## config.mk

```make
export PLATFORM = sky130hd
export DESIGN_NAME = go_to_goal_p_controller_core
export DESIGN_NICKNAME = d
export VERILOG_FILES = /design/src/rtl/core/ggp_pkg.sv /design/src/rtl/core/ggp_front.sv /design/src/rtl/core/ggp_queue.sv /design/src/rtl/core/ggp_back.sv /design/src/rtl/core/go_to_goal_p_controller_core.sv
export SDC_FILE = /design/constraint.sdc
export NUM_CORES = 2
export LEC_CHECK = 0
export ABC_CLOCK_PERIOD_IN_PS = 17880
export BUFFER_PORTS_ARGS = -buffer_cell sky130_fd_sc_hd__buf_2
export CORE_ASPECT_RATIO = 2
export CORE_MARGIN = 5
export CORE_UTILIZATION = 60
export DETAILED_ROUTE_END_ITERATION = 7
export HOLD_SLACK_MARGIN = 0.15
export PLACE_DENSITY_LB_ADDON = 0.25
export SLEW_MARGIN = 30
export SYNTH_ARGS = -nofsm -noshare
export SYNTH_HDL_FRONTEND = slang
export SYNTH_HIERARCHICAL = 1
export SYNTH_SLANG_ARGS = --single-unit
export TNS_END_PERCENT = 1
```

## constraint.sdc

```tcl
create_clock -name clock -period 17.88 [get_ports clock]
set_input_delay 3.576 -clock clock [delete_from_list [all_inputs] [get_ports clock]]
set_output_delay 3.576 -clock clock [all_outputs]
set_load 0.01 [all_outputs]
```

## src/rtl/core/ggp_pkg.sv

```systemverilog
// Package with the shared types, constants and arctangent table of the go-to-goal controller.
`timescale 1ns / 1ps
`default_nettype none
package ggp_pkg;

   localparam int CORDIC_STEPS_DEF = 16;
   localparam int STEP_LIMIT       = 24;
   localparam int STEP_W           = $clog2(STEP_LIMIT);

   localparam int POS_W     = 16;
   localparam int DIFF_W    = POS_W + 1;
   localparam int HEADING_W = 15;
   localparam int GAIN_W    = 8;
   localparam int SPEED_W   = 16;
   localparam int TURN_W    = 18;

   localparam int XY_W  = 28;
   localparam int MAG_W = XY_W - 1;
   localparam int Z_W   = 20;
   localparam int ERR_W = 22;

   localparam int PI_Q16     = 205887;
   localparam int TWO_PI_Q16 = 411775;
   localparam int INV_K_Q16  = 39797;
   localparam int INV_K_W    = 16;

   localparam int LIN_GAIN_RESET = 32;
   localparam int ANG_GAIN_RESET = 96;

   localparam int QUEUE_DEPTH = 2;
   localparam int QPTR_W      = (QUEUE_DEPTH > 1) ? $clog2(QUEUE_DEPTH) : 1;
   localparam int QCNT_W      = $clog2(QUEUE_DEPTH + 1);

   typedef enum logic {
      CSR_LINEAR_GAIN  = 1'b0,
      CSR_ANGULAR_GAIN = 1'b1
   } csr_index_type;

   typedef enum logic {
      KIND_GOAL = 1'b0,
      KIND_POSE = 1'b1
   } kind_type;

   typedef enum logic [2:0] {
      BK_IDLE,
      BK_ITER,
      BK_MUL_A,
      BK_MUL_B,
      BK_FIN
   } back_state_type;

   typedef struct packed {
      logic signed [DIFF_W-1:0]    dx;
      logic signed [DIFF_W-1:0]    dy;
      logic signed [HEADING_W-1:0] heading;
   } job_type;

   typedef struct packed {
      logic    valid;
      job_type job;
   } push_type;

   typedef struct packed {
      logic full;
      logic empty;
   } queue_stat_type;

   function automatic logic [15:0] atan_entry(input logic [STEP_W-1:0] idx);
      logic [15:0] val;
      case (idx)
         5'd0:    val = 16'd51472;
         5'd1:    val = 16'd30386;
         5'd2:    val = 16'd16055;
         5'd3:    val = 16'd8150;
         5'd4:    val = 16'd4091;
         5'd5:    val = 16'd2047;
         5'd6:    val = 16'd1024;
         5'd7:    val = 16'd512;
         5'd8:    val = 16'd256;
         5'd9:    val = 16'd128;
         5'd10:   val = 16'd64;
         5'd11:   val = 16'd32;
         5'd12:   val = 16'd16;
         5'd13:   val = 16'd8;
         5'd14:   val = 16'd4;
         5'd15:   val = 16'd2;
         5'd16:   val = 16'd1;
         default: val = 16'd0;
      endcase
      return val;
   endfunction

endpackage
`default_nettype wire

```

## src/rtl/core/ggp_front.sv

```systemverilog
// Front end: accepts beats, keeps the goal and queues goal offsets for pose beats.
`timescale 1ns / 1ps
`default_nettype none
module ggp_front (
   input  wire logic                                 clock,
   input  wire logic                                 reset,
   input  wire logic                                 req_valid,
   output logic                                      req_stall,
   input  wire logic                                 req_kind,
   input  wire logic signed [ggp_pkg::POS_W-1:0]     req_pos_x,
   input  wire logic signed [ggp_pkg::POS_W-1:0]     req_pos_y,
   input  wire logic signed [ggp_pkg::HEADING_W-1:0] req_heading,
   input  wire ggp_pkg::queue_stat_type              q_stat,
   output ggp_pkg::push_type                         push
);
   import ggp_pkg::*;

   logic signed [POS_W-1:0] goal_x_ff, goal_x_in;
   logic signed [POS_W-1:0] goal_y_ff, goal_y_in;
   logic                    goal_valid_ff, goal_valid_in;
   logic                    accept;

   assign req_stall = q_stat.full;
   assign accept    = req_valid && !q_stat.full;

   always_comb begin
      goal_x_in     = goal_x_ff;
      goal_y_in     = goal_y_ff;
      goal_valid_in = goal_valid_ff;
      push.valid    = 1'b0;
      push.job.dx   = DIFF_W'(goal_x_ff) - DIFF_W'(req_pos_x);
      push.job.dy   = DIFF_W'(goal_y_ff) - DIFF_W'(req_pos_y);
      push.job.heading = req_heading;
      if (accept) begin
         if (req_kind == KIND_GOAL) begin
            goal_x_in     = req_pos_x;
            goal_y_in     = req_pos_y;
            goal_valid_in = 1'b1;
         end else begin
            push.valid = goal_valid_ff;
         end
      end
   end

   always_ff @(posedge clock) begin
      if (reset) begin
         goal_x_ff     <= '0;
         goal_y_ff     <= '0;
         goal_valid_ff <= 1'b0;
      end else begin
         goal_x_ff     <= goal_x_in;
         goal_y_ff     <= goal_y_in;
         goal_valid_ff <= goal_valid_in;
      end
   end

endmodule
`default_nettype wire

```

## src/rtl/core/ggp_queue.sv

```systemverilog
// Short job queue between the front end and the CORDIC back end.
`timescale 1ns / 1ps
`default_nettype none
module ggp_queue (
   input  wire logic                    clock,
   input  wire logic                    reset,
   input  wire ggp_pkg::push_type       push,
   input  wire logic                    pop,
   output ggp_pkg::job_type             head,
   output ggp_pkg::queue_stat_type      q_stat
);
   import ggp_pkg::*;

   job_type             entry_ff [QUEUE_DEPTH];
   logic [QPTR_W-1:0]   wr_ptr_ff, wr_ptr_in;
   logic [QPTR_W-1:0]   rd_ptr_ff, rd_ptr_in;
   logic [QCNT_W-1:0]   count_ff, count_in;

   function automatic logic [QPTR_W-1:0] next_ptr(input logic [QPTR_W-1:0] p);
      logic [QPTR_W-1:0] n;
      if (p == QPTR_W'(QUEUE_DEPTH - 1)) begin
         n = '0;
      end else begin
         n = p + QPTR_W'(1);
      end
      return n;
   endfunction

   assign q_stat.full  = (count_ff == QCNT_W'(QUEUE_DEPTH));
   assign q_stat.empty = (count_ff == '0);
   assign head         = entry_ff[rd_ptr_ff];

   always_comb begin
      wr_ptr_in = push.valid ? next_ptr(wr_ptr_ff) : wr_ptr_ff;
      rd_ptr_in = pop ? next_ptr(rd_ptr_ff) : rd_ptr_ff;
      count_in  = count_ff;
      if (push.valid && !pop) begin
         count_in = count_ff + QCNT_W'(1);
      end else if (pop && !push.valid) begin
         count_in = count_ff - QCNT_W'(1);
      end
   end

   always_ff @(posedge clock) begin
      if (push.valid) begin
         entry_ff[wr_ptr_ff] <= push.job;
      end
   end

   always_ff @(posedge clock) begin
      if (reset) begin
         wr_ptr_ff <= '0;
         rd_ptr_ff <= '0;
         count_ff  <= '0;
      end else begin
         wr_ptr_ff <= wr_ptr_in;
         rd_ptr_ff <= rd_ptr_in;
         count_ff  <= count_in;
      end
   end

endmodule
`default_nettype wire

```

## src/rtl/core/ggp_back.sv

```systemverilog
// Back end: iterative vectoring CORDIC, gain multiplies, rounding and output register.
`timescale 1ns / 1ps
`default_nettype none
module ggp_back #(
   parameter int CORDIC_STEPS = ggp_pkg::CORDIC_STEPS_DEF
) (
   input  wire logic                               clock,
   input  wire logic                               reset,
   input  wire ggp_pkg::job_type                   head,
   input  wire ggp_pkg::queue_stat_type            q_stat,
   output logic                                    pop,
   input  wire logic [ggp_pkg::GAIN_W-1:0]         linear_gain,
   input  wire logic [ggp_pkg::GAIN_W-1:0]         angular_gain,
   output logic                                    rsp_valid,
   input  wire logic                               rsp_stall,
   output logic [ggp_pkg::SPEED_W-1:0]             rsp_linear_speed,
   output logic signed [ggp_pkg::TURN_W-1:0]       rsp_turn_rate
);
   import ggp_pkg::*;

   localparam int NUM_STEPS = (CORDIC_STEPS > STEP_LIMIT) ? STEP_LIMIT : CORDIC_STEPS;
   localparam int PROD1_W   = MAG_W + INV_K_W;
   localparam int PROD2_W   = PROD1_W + GAIN_W;
   localparam int TPROD_W   = ERR_W + GAIN_W + 1;
   localparam int TSUM_W    = TPROD_W + 1;
   localparam int TSH_W     = TSUM_W - 8;
   localparam int SSUM_W    = PROD2_W + 1;
   localparam int SSH_W     = SSUM_W - 28;

   back_state_type state_ff, state_in;

   logic signed [XY_W-1:0]      x_ff, x_in;
   logic signed [XY_W-1:0]      y_ff, y_in;
   logic signed [Z_W-1:0]       z_ff, z_in;
   logic [STEP_W-1:0]           step_ff, step_in;
   logic signed [HEADING_W-1:0] heading_ff, heading_in;
   logic [PROD1_W-1:0]          prod1_ff, prod1_in;
   logic [PROD2_W-1:0]          prod2_ff, prod2_in;
   logic signed [ERR_W-1:0]     err_ff, err_in;
   logic signed [TPROD_W-1:0]   tprod_ff, tprod_in;
   logic                        rsp_valid_ff, rsp_valid_in;
   logic [SPEED_W-1:0]          speed_ff, speed_in;
   logic signed [TURN_W-1:0]    turn_ff, turn_in;

   logic signed [XY_W-1:0]      xs, ys, x0, y0;
   logic signed [Z_W-1:0]       atan_z;
   logic signed [ERR_W-1:0]     err_raw;
   logic signed [TSUM_W-1:0]    tsum;
   logic signed [TSH_W-1:0]     tsh;
   logic [SSUM_W-1:0]           ssum;
   logic [SSH_W-1:0]            ssh;
   logic                        out_free;

   assign rsp_valid        = rsp_valid_ff;
   assign rsp_linear_speed = speed_ff;
   assign rsp_turn_rate    = turn_ff;
   assign out_free         = !rsp_valid_ff || !rsp_stall;

   always_comb begin
      xs      = x_ff >>> step_ff;
      ys      = y_ff >>> step_ff;
      atan_z  = Z_W'(atan_entry(step_ff));
      x0      = XY_W'(head.dx) <<< 8;
      y0      = XY_W'(head.dy) <<< 8;
      err_raw = ERR_W'(z_ff) - (ERR_W'(heading_ff) <<< 4);
      tsum    = TSUM_W'(tprod_ff) + TSUM_W'(128);
      tsh     = TSH_W'(tsum >>> 8);
      ssum    = SSUM_W'(prod2_ff) + (SSUM_W'(1) << 27);
      ssh     = SSH_W'(ssum >> 28);

      state_in     = state_ff;
      x_in         = x_ff;
      y_in         = y_ff;
      z_in         = z_ff;
      step_in      = step_ff;
      heading_in   = heading_ff;
      prod1_in     = prod1_ff;
      prod2_in     = prod2_ff;
      err_in       = err_ff;
      tprod_in     = tprod_ff;
      rsp_valid_in = rsp_valid_ff && rsp_stall;
      speed_in     = speed_ff;
      turn_in      = turn_ff;
      pop          = 1'b0;

      case (state_ff)
         BK_IDLE: begin
            if (!q_stat.empty) begin
               pop        = 1'b1;
               heading_in = head.heading;
               step_in    = '0;
               if (head.dx == '0 && head.dy == '0) begin
                  x_in     = '0;
                  y_in     = '0;
                  z_in     = '0;
                  state_in = BK_MUL_A;
               end else begin
                  if (head.dx < 0) begin
                     x_in = -x0;
                     y_in = -y0;
                     z_in = (head.dy >= 0) ? Z_W'(PI_Q16) : -Z_W'(PI_Q16);
                  end else begin
                     x_in = x0;
                     y_in = y0;
                     z_in = '0;
                  end
                  state_in = BK_ITER;
               end
            end
         end
         BK_ITER: begin
            if (y_ff > 0) begin
               x_in = x_ff + ys;
               y_in = y_ff - xs;
               z_in = z_ff + atan_z;
            end else begin
               x_in = x_ff - ys;
               y_in = y_ff + xs;
               z_in = z_ff - atan_z;
            end
            step_in = step_ff + STEP_W'(1);
            if (step_ff == STEP_W'(NUM_STEPS - 1)) begin
               state_in = BK_MUL_A;
            end
         end
         BK_MUL_A: begin
            prod1_in = PROD1_W'(x_ff[MAG_W-1:0]) * PROD1_W'(INV_K_Q16);
            if (err_raw > ERR_W'(PI_Q16)) begin
               err_in = err_raw - ERR_W'(TWO_PI_Q16);
            end else if (err_raw < -ERR_W'(PI_Q16)) begin
               err_in = err_raw + ERR_W'(TWO_PI_Q16);
            end else begin
               err_in = err_raw;
            end
            state_in = BK_MUL_B;
         end
         BK_MUL_B: begin
            prod2_in = PROD2_W'(prod1_ff) * PROD2_W'(linear_gain);
            tprod_in = TPROD_W'(err_ff) * $signed({1'b0, angular_gain});
            state_in = BK_FIN;
         end
         BK_FIN: begin
            if (out_free) begin
               rsp_valid_in = 1'b1;
               speed_in     = (ssh > SSH_W'(16'hFFFF)) ? '1 : SPEED_W'(ssh);
               if (tsh > TSH_W'(131071)) begin
                  turn_in = TURN_W'(131071);
               end else if (tsh < -TSH_W'(131072)) begin
                  turn_in = -TURN_W'(131072);
               end else begin
                  turn_in = TURN_W'(tsh);
               end
               state_in = BK_IDLE;
            end
         end
         default: begin
            state_in = BK_IDLE;
         end
      endcase
   end

   always_ff @(posedge clock) begin
      x_ff       <= x_in;
      y_ff       <= y_in;
      z_ff       <= z_in;
      step_ff    <= step_in;
      heading_ff <= heading_in;
      prod1_ff   <= prod1_in;
      prod2_ff   <= prod2_in;
      err_ff     <= err_in;
      tprod_ff   <= tprod_in;
      speed_ff   <= speed_in;
      turn_ff    <= turn_in;
   end

   always_ff @(posedge clock) begin
      if (reset) begin
         state_ff     <= BK_IDLE;
         rsp_valid_ff <= 1'b0;
      end else begin
         state_ff     <= state_in;
         rsp_valid_ff <= rsp_valid_in;
      end
   end

endmodule
`default_nettype wire

```

## src/rtl/core/go_to_goal_p_controller_core.sv

```systemverilog
// Top level of the proportional go-to-goal controller with gain registers.
// A pose beat is queued, then the back end pops it, runs the CORDIC steps and the gain
// multiplies, rounds and registers the result; it works on one pose job at a time.
// Goal beats are accepted while the back end works, unless the job queue is full.
// Reset is synchronous: it clears the goal, the queue, the output and loads default gains.
`timescale 1ns / 1ps
`default_nettype none
module go_to_goal_p_controller_core #(
   parameter int CORDIC_STEPS = ggp_pkg::CORDIC_STEPS_DEF
) (
   input  wire logic                                 clock,
   input  wire logic                                 reset,
   input  wire logic                                 req_valid,
   output logic                                      req_stall,
   input  wire logic                                 req_kind,
   input  wire logic signed [ggp_pkg::POS_W-1:0]     req_pos_x,
   input  wire logic signed [ggp_pkg::POS_W-1:0]     req_pos_y,
   input  wire logic signed [ggp_pkg::HEADING_W-1:0] req_heading,
   output logic                                      rsp_valid,
   input  wire logic                                 rsp_stall,
   output logic [ggp_pkg::SPEED_W-1:0]               rsp_linear_speed,
   output logic signed [ggp_pkg::TURN_W-1:0]         rsp_turn_rate,
   input  wire logic                                 csr_valid,
   output logic                                      csr_ready,
   input  wire logic                                 csr_index,
   input  wire logic [ggp_pkg::GAIN_W-1:0]           csr_data
);
   import ggp_pkg::*;

   logic [GAIN_W-1:0] lin_gain_ff, lin_gain_in;
   logic [GAIN_W-1:0] ang_gain_ff, ang_gain_in;
   push_type          push;
   queue_stat_type    q_stat;
   job_type           head;
   logic              pop;

   assign csr_ready = 1'b1;

   always_comb begin
      lin_gain_in = lin_gain_ff;
      ang_gain_in = ang_gain_ff;
      if (csr_valid && csr_ready) begin
         case (csr_index)
            CSR_LINEAR_GAIN:  lin_gain_in = csr_data;
            CSR_ANGULAR_GAIN: ang_gain_in = csr_data;
            default: begin
               lin_gain_in = lin_gain_ff;
            end
         endcase
      end
   end

   always_ff @(posedge clock) begin
      if (reset) begin
         lin_gain_ff <= GAIN_W'(LIN_GAIN_RESET);
         ang_gain_ff <= GAIN_W'(ANG_GAIN_RESET);
      end else begin
         lin_gain_ff <= lin_gain_in;
         ang_gain_ff <= ang_gain_in;
      end
   end

   ggp_front u_front (
      .clock       (clock),
      .reset       (reset),
      .req_valid   (req_valid),
      .req_stall   (req_stall),
      .req_kind    (req_kind),
      .req_pos_x   (req_pos_x),
      .req_pos_y   (req_pos_y),
      .req_heading (req_heading),
      .q_stat      (q_stat),
      .push        (push)
   );

   ggp_queue u_queue (
      .clock  (clock),
      .reset  (reset),
      .push   (push),
      .pop    (pop),
      .head   (head),
      .q_stat (q_stat)
   );

   ggp_back #(
      .CORDIC_STEPS (CORDIC_STEPS)
   ) u_back (
      .clock            (clock),
      .reset            (reset),
      .head             (head),
      .q_stat           (q_stat),
      .pop              (pop),
      .linear_gain      (lin_gain_ff),
      .angular_gain     (ang_gain_ff),
      .rsp_valid        (rsp_valid),
      .rsp_stall        (rsp_stall),
      .rsp_linear_speed (rsp_linear_speed),
      .rsp_turn_rate    (rsp_turn_rate)
   );

   a_no_push_when_full: assert property (@(posedge clock) disable iff (reset)
      push.valid |-> !q_stat.full)
      else $error("Job queue written while full.");

   a_no_pop_when_empty: assert property (@(posedge clock) disable iff (reset)
      pop |-> !q_stat.empty)
      else $error("Job queue read while empty.");

   a_goal_beat_no_job: assert property (@(posedge clock) disable iff (reset)
      (req_valid && !req_stall && req_kind == KIND_GOAL) |-> !push.valid)
      else $error("Goal beat produced a job.");

   a_reset_clears_rsp: assert property (@(posedge clock)
      reset |=> !rsp_valid)
      else $error("Result beat valid right after reset.");

endmodule
`default_nettype wire

```

==> results.md <==
- The run finished with clean final reports.
- The deepest clock path buffer count is 3.
- The quantity of hold-fixing buffers added after cts is 0.
- At the end of routability-driven placement, the weighted congestion stood at 1.00.
- After routing, the total negative slack on setup checks comes to 0 ns.
- The count of different cell masters after synthesis is 111.
- The number of optimization iterations in the first detailed-route pass is 5.
- In this run the worst path has a maximum fanout of 45.
- Entering global routing, the biggest net connects 66 pins.
- The worst path needs 7.59 ns of the cycle, external delays included.
- The number of buffers inserted to repair setup after CTS is 0.
- Max-cap violations in this run came to 0.
- The via count of the first global-routing pass is 41,781.
- The total CTS buffers is 41.
- The initial antenna violation count is 4.
- The synthesized area divided by synthesized cell count is 9.68 sq um.
- The worst setup path is launched from a flip-flop.
- After detailed routing, the number of vias per cell comes to 5.95.
- In this run the tightest slew margin relative to its limit is 31.7%.
- Input and output buffers added on the ports amount to 97.
- The flip-flop and latch count after synthesis is 415.
- Clock-pin slew was measured on the worst setup and hold paths at 0.07 ns.
- Setup violations remaining at the end of the flow were counted as 0.
- In the routed design, unresolved DRC markers number 0.
- The top-area cell type share of the netlist area is 21.9%.
- The wire length of the first global-routing pass is 215,000 microns.
- For this run, asynchronously set or reset flops after synthesis account for 0%.
- The clock sink count is 415.
- The vertical die dimension is 426 microns.
- The share of synthesized area occupied by flip-flops and latches is 22.6%.
- The layout overhead on the synthesized area is 5.62%.
- Dividing the detail-routed wire length by the instance count gives 20.6 microns.
- The root buffer cell is clkbuf_16.
- The transition time at the pin with the least slew margin is 1.02 ns.
- In the post-synthesis netlist, the biggest area contributors are fa_1 22%, edfxtp_1 20%, ha_1 11%, inv_1 6.0%, and2_1 4.4%.
- The Yosys step of the flow raised 6 warnings.
- The count of flip-flops with a built-in enable after synthesis is 341.
- The die extent in x is 218 microns.
- The die covers 0.0928 sq mm.
- The clock reaches the later pin of the worst-skew pair after 0.64 ns.
- For this run, the leading register cell type out of synthesis is edfxtp_1.
- The count of antenna-violating nets left after detailed routing is 0.
- The total grt overflow is 0.
- The internal reg-to-reg setup slack is 10.29 ns.
- Dividing the final minimum period by the clock period gives 42.4%.
- Row generation in the floorplan step produced 152 rows.
- Leaving out fill and tap cells, the most frequent cells in the layout are 827 x inv_1, 568 x fa_1, 463 x nand2_1, 447 x ha_1, 363 x and2_1.
- The number of hold-slack violations in the final timing report is 0.
- The number of nets at the end of the flow is 6,433.
- TritonCTS built the clock tree.
- The CTS H-tree depth is 2.
- Data on the critical path arrives at its endpoint at 7.94 ns.
- The post-route netlist has 7.40% of its cells at a drive strength greater than 1.
- The synthesized design spends more area on one cell type than any other, namely fa_1.
- The number of nets in the synthesized netlist is 6,436.
- The number of top-level pins is 99.
- The worst setup path is captured at a flip-flop.
- The required time of the critical path is 18.24 ns.
- The cell area that synthesis handed to floorplanning was 0.0519 sq mm.
- The count of filler cells inserted in the layout is 6,991.
- The path type of the worst min-delay path is reg2reg.
- For this configuration, the core starts out at a cell density of 60.5%.
- The wire-length estimate of the detail-placed layout is 107,000 microns.
- For this run, the top clock speed supported by timing is 132 MHz.
- Setup repair after global routing left no endpoint under its margin.
- The floorplan step defined a core boundary enclosing 0.0858 sq mm.
- The total via count after detailed routing is 38,929.
- Across the routed clock network, the largest skew measured is 0.0592 ns.
- Summed over all layers, the routed wires come to 135,000 microns.
- The number of DRC violations after detailed-routing iteration 0 is 1,858.
- Global routing consumed, over all layers together, 29.2% of the routing resources.
- The number of slew-limit violations in the final report is 0.
- The category of the critical setup timing path is reg2reg.
- Leaving out fill and tap cells, the most frequent cell in the layout is inv_1.
- The quantity of gates resized following cts is 0.
- The number of instances in the synthesized netlist is 5,359.
## cell families after synthesis
| family | Yosys count | synth area share, % |
|---|---|---|
| compound gates | 884 | 11.1 |
| other cells | 1 | 0.00723 |
| fa+ha+maj | 1015 | 32.7 |
| mux | 182 | 5.29 |
| xor+xnor | 329 | 5.56 |
| buf+inv | 1012 | 7.66 |
| simple gates | 1521 | 15.1 |
| flops | 415 | 22.6 |
## layer usage
layer / wire length [microns] / vias to the layer above / track usage (%)
li1: - / 17994 / -
met1: 43600 / 19270 / 28.0
met2: 73100 / 1145 / 56.0
met3: 5970 / 516 / 4.10
met4: 11800 / 4 / 20.6
met5: 34 / - / 0
## through the flow
stage | worst slack [ns] | instances | util [%] | area (sq um) | hold WS (ns)
after floorplan | 11.37 | 5359 | - | 51900 | 0.433
after global placement | 10.57 | 6468 | 62.1 | 53300 | 0.441
after detailed placement | 10.44 | 6468 | 62.1 | 53300 | 0.451
after CTS | 10.36 | 6544 | 63.9 | 54800 | 0.459
after global routing | 9.80 | 6544 | 63.9 | 54800 | 0.477
final | 10.29 | 6546 | 63.9 | 54800 | 0.459
## registers in the layout, indices dropped and copies added (netlist names), 20 cells and up, named ones only
signal / cells
u_queue/entry_ff: 98
u_back/prod1_ff: 43
u_back/x_ff: 28
u_back/y_ff: 28
u_back/prod2_ff: 24
u_back/tprod_ff: 24
u_back/err_ff: 22
u_back/z_ff: 20
## critical path, stage by stage (launching register included)
cell       delay [ns]
edfxtp_1         0.34
buf_4            0.29
buf_4            0.63
mux4_1           0.81
mux4_2           0.51
mux2i_1          0.76
nand4_2          0.29
nor4_4           0.45
nand2_1          0.18
o41ai_1          0.49
mux2i_1          0.24
nand2_1          0.07
a22oi_1          0.19
ha_1             0.33
a21oi_1          0.20
nand2_1          0.09
o21ai_0          0.51
o21ai_0          0.24
a21o_1           0.22
a2111oi_0        0.38
nor3_1           0.09
## synthesized netlist by cell type (12+ instances only)
master and number:
nor2_1 249, a21boi_0 12, nand2b_1 57, nor3_1 54, and3_1 35, or3_1 33, o31ai_1 29, inv_1 828
nand2_1 464, buf_4 21, ha_1 447, o21bai_1 14, o22ai_1 29, nor2b_1 42, xor2_1 145, nand4_1 32
xnor2_1 184, buf_1 15, a211oi_1 29, and2_1 364, mux2i_1 49, mux4_2 49, a21oi_1 249, edfxtp_1 341
o21ai_1 12, mux4_1 12, dfxtp_1 74, o21a_1 28, nand3_1 90, mux2_2 68, nor4_1 18, o21ai_0 174
a21o_1 101, a31oi_1 32, fa_1 568, a22oi_1 13, clkbuf_1 128, o211ai_1 18
## final timing paths
| kind | startpoint | endpoint | depth (start not counted) |
|---|---|---|---|
| worst max-delay path | u_back/step_ff[0]$_DFFE_PP_ | u_back/x_ff[23]$_DFFE_PP_ | 20 |
| worst min-delay path | u_front/goal_x_ff[14]$_SDFFE_PP0P_ | u_front/goal_x_ff[14]$_SDFFE_PP0P_ | 2 |
| worst max register to register | u_back/step_ff[0]$_DFFE_PP_ | u_back/x_ff[23]$_DFFE_PP_ | 20 |
| worst min register to register | u_front/goal_x_ff[14]$_SDFFE_PP0P_ | u_front/goal_x_ff[14]$_SDFFE_PP0P_ | 2 |
## final cells by class
class	count	area (sq um)	area share (%)
diodes	2	5.00	0.00914
inverters	830	3120	5.69
multi-input cells	3932	36200	66.2
clock inverters	30	409	0.747
repair buffers	136	778	1.42
flip-flops and latches	415	11700	21.4
clock buffers	46	1060	1.93
well taps	1155	1450	2.64
Power is left out: the tool's default activity adds up to more than one toggle a clock period on the data nets, which glitch-free logic cannot reach.
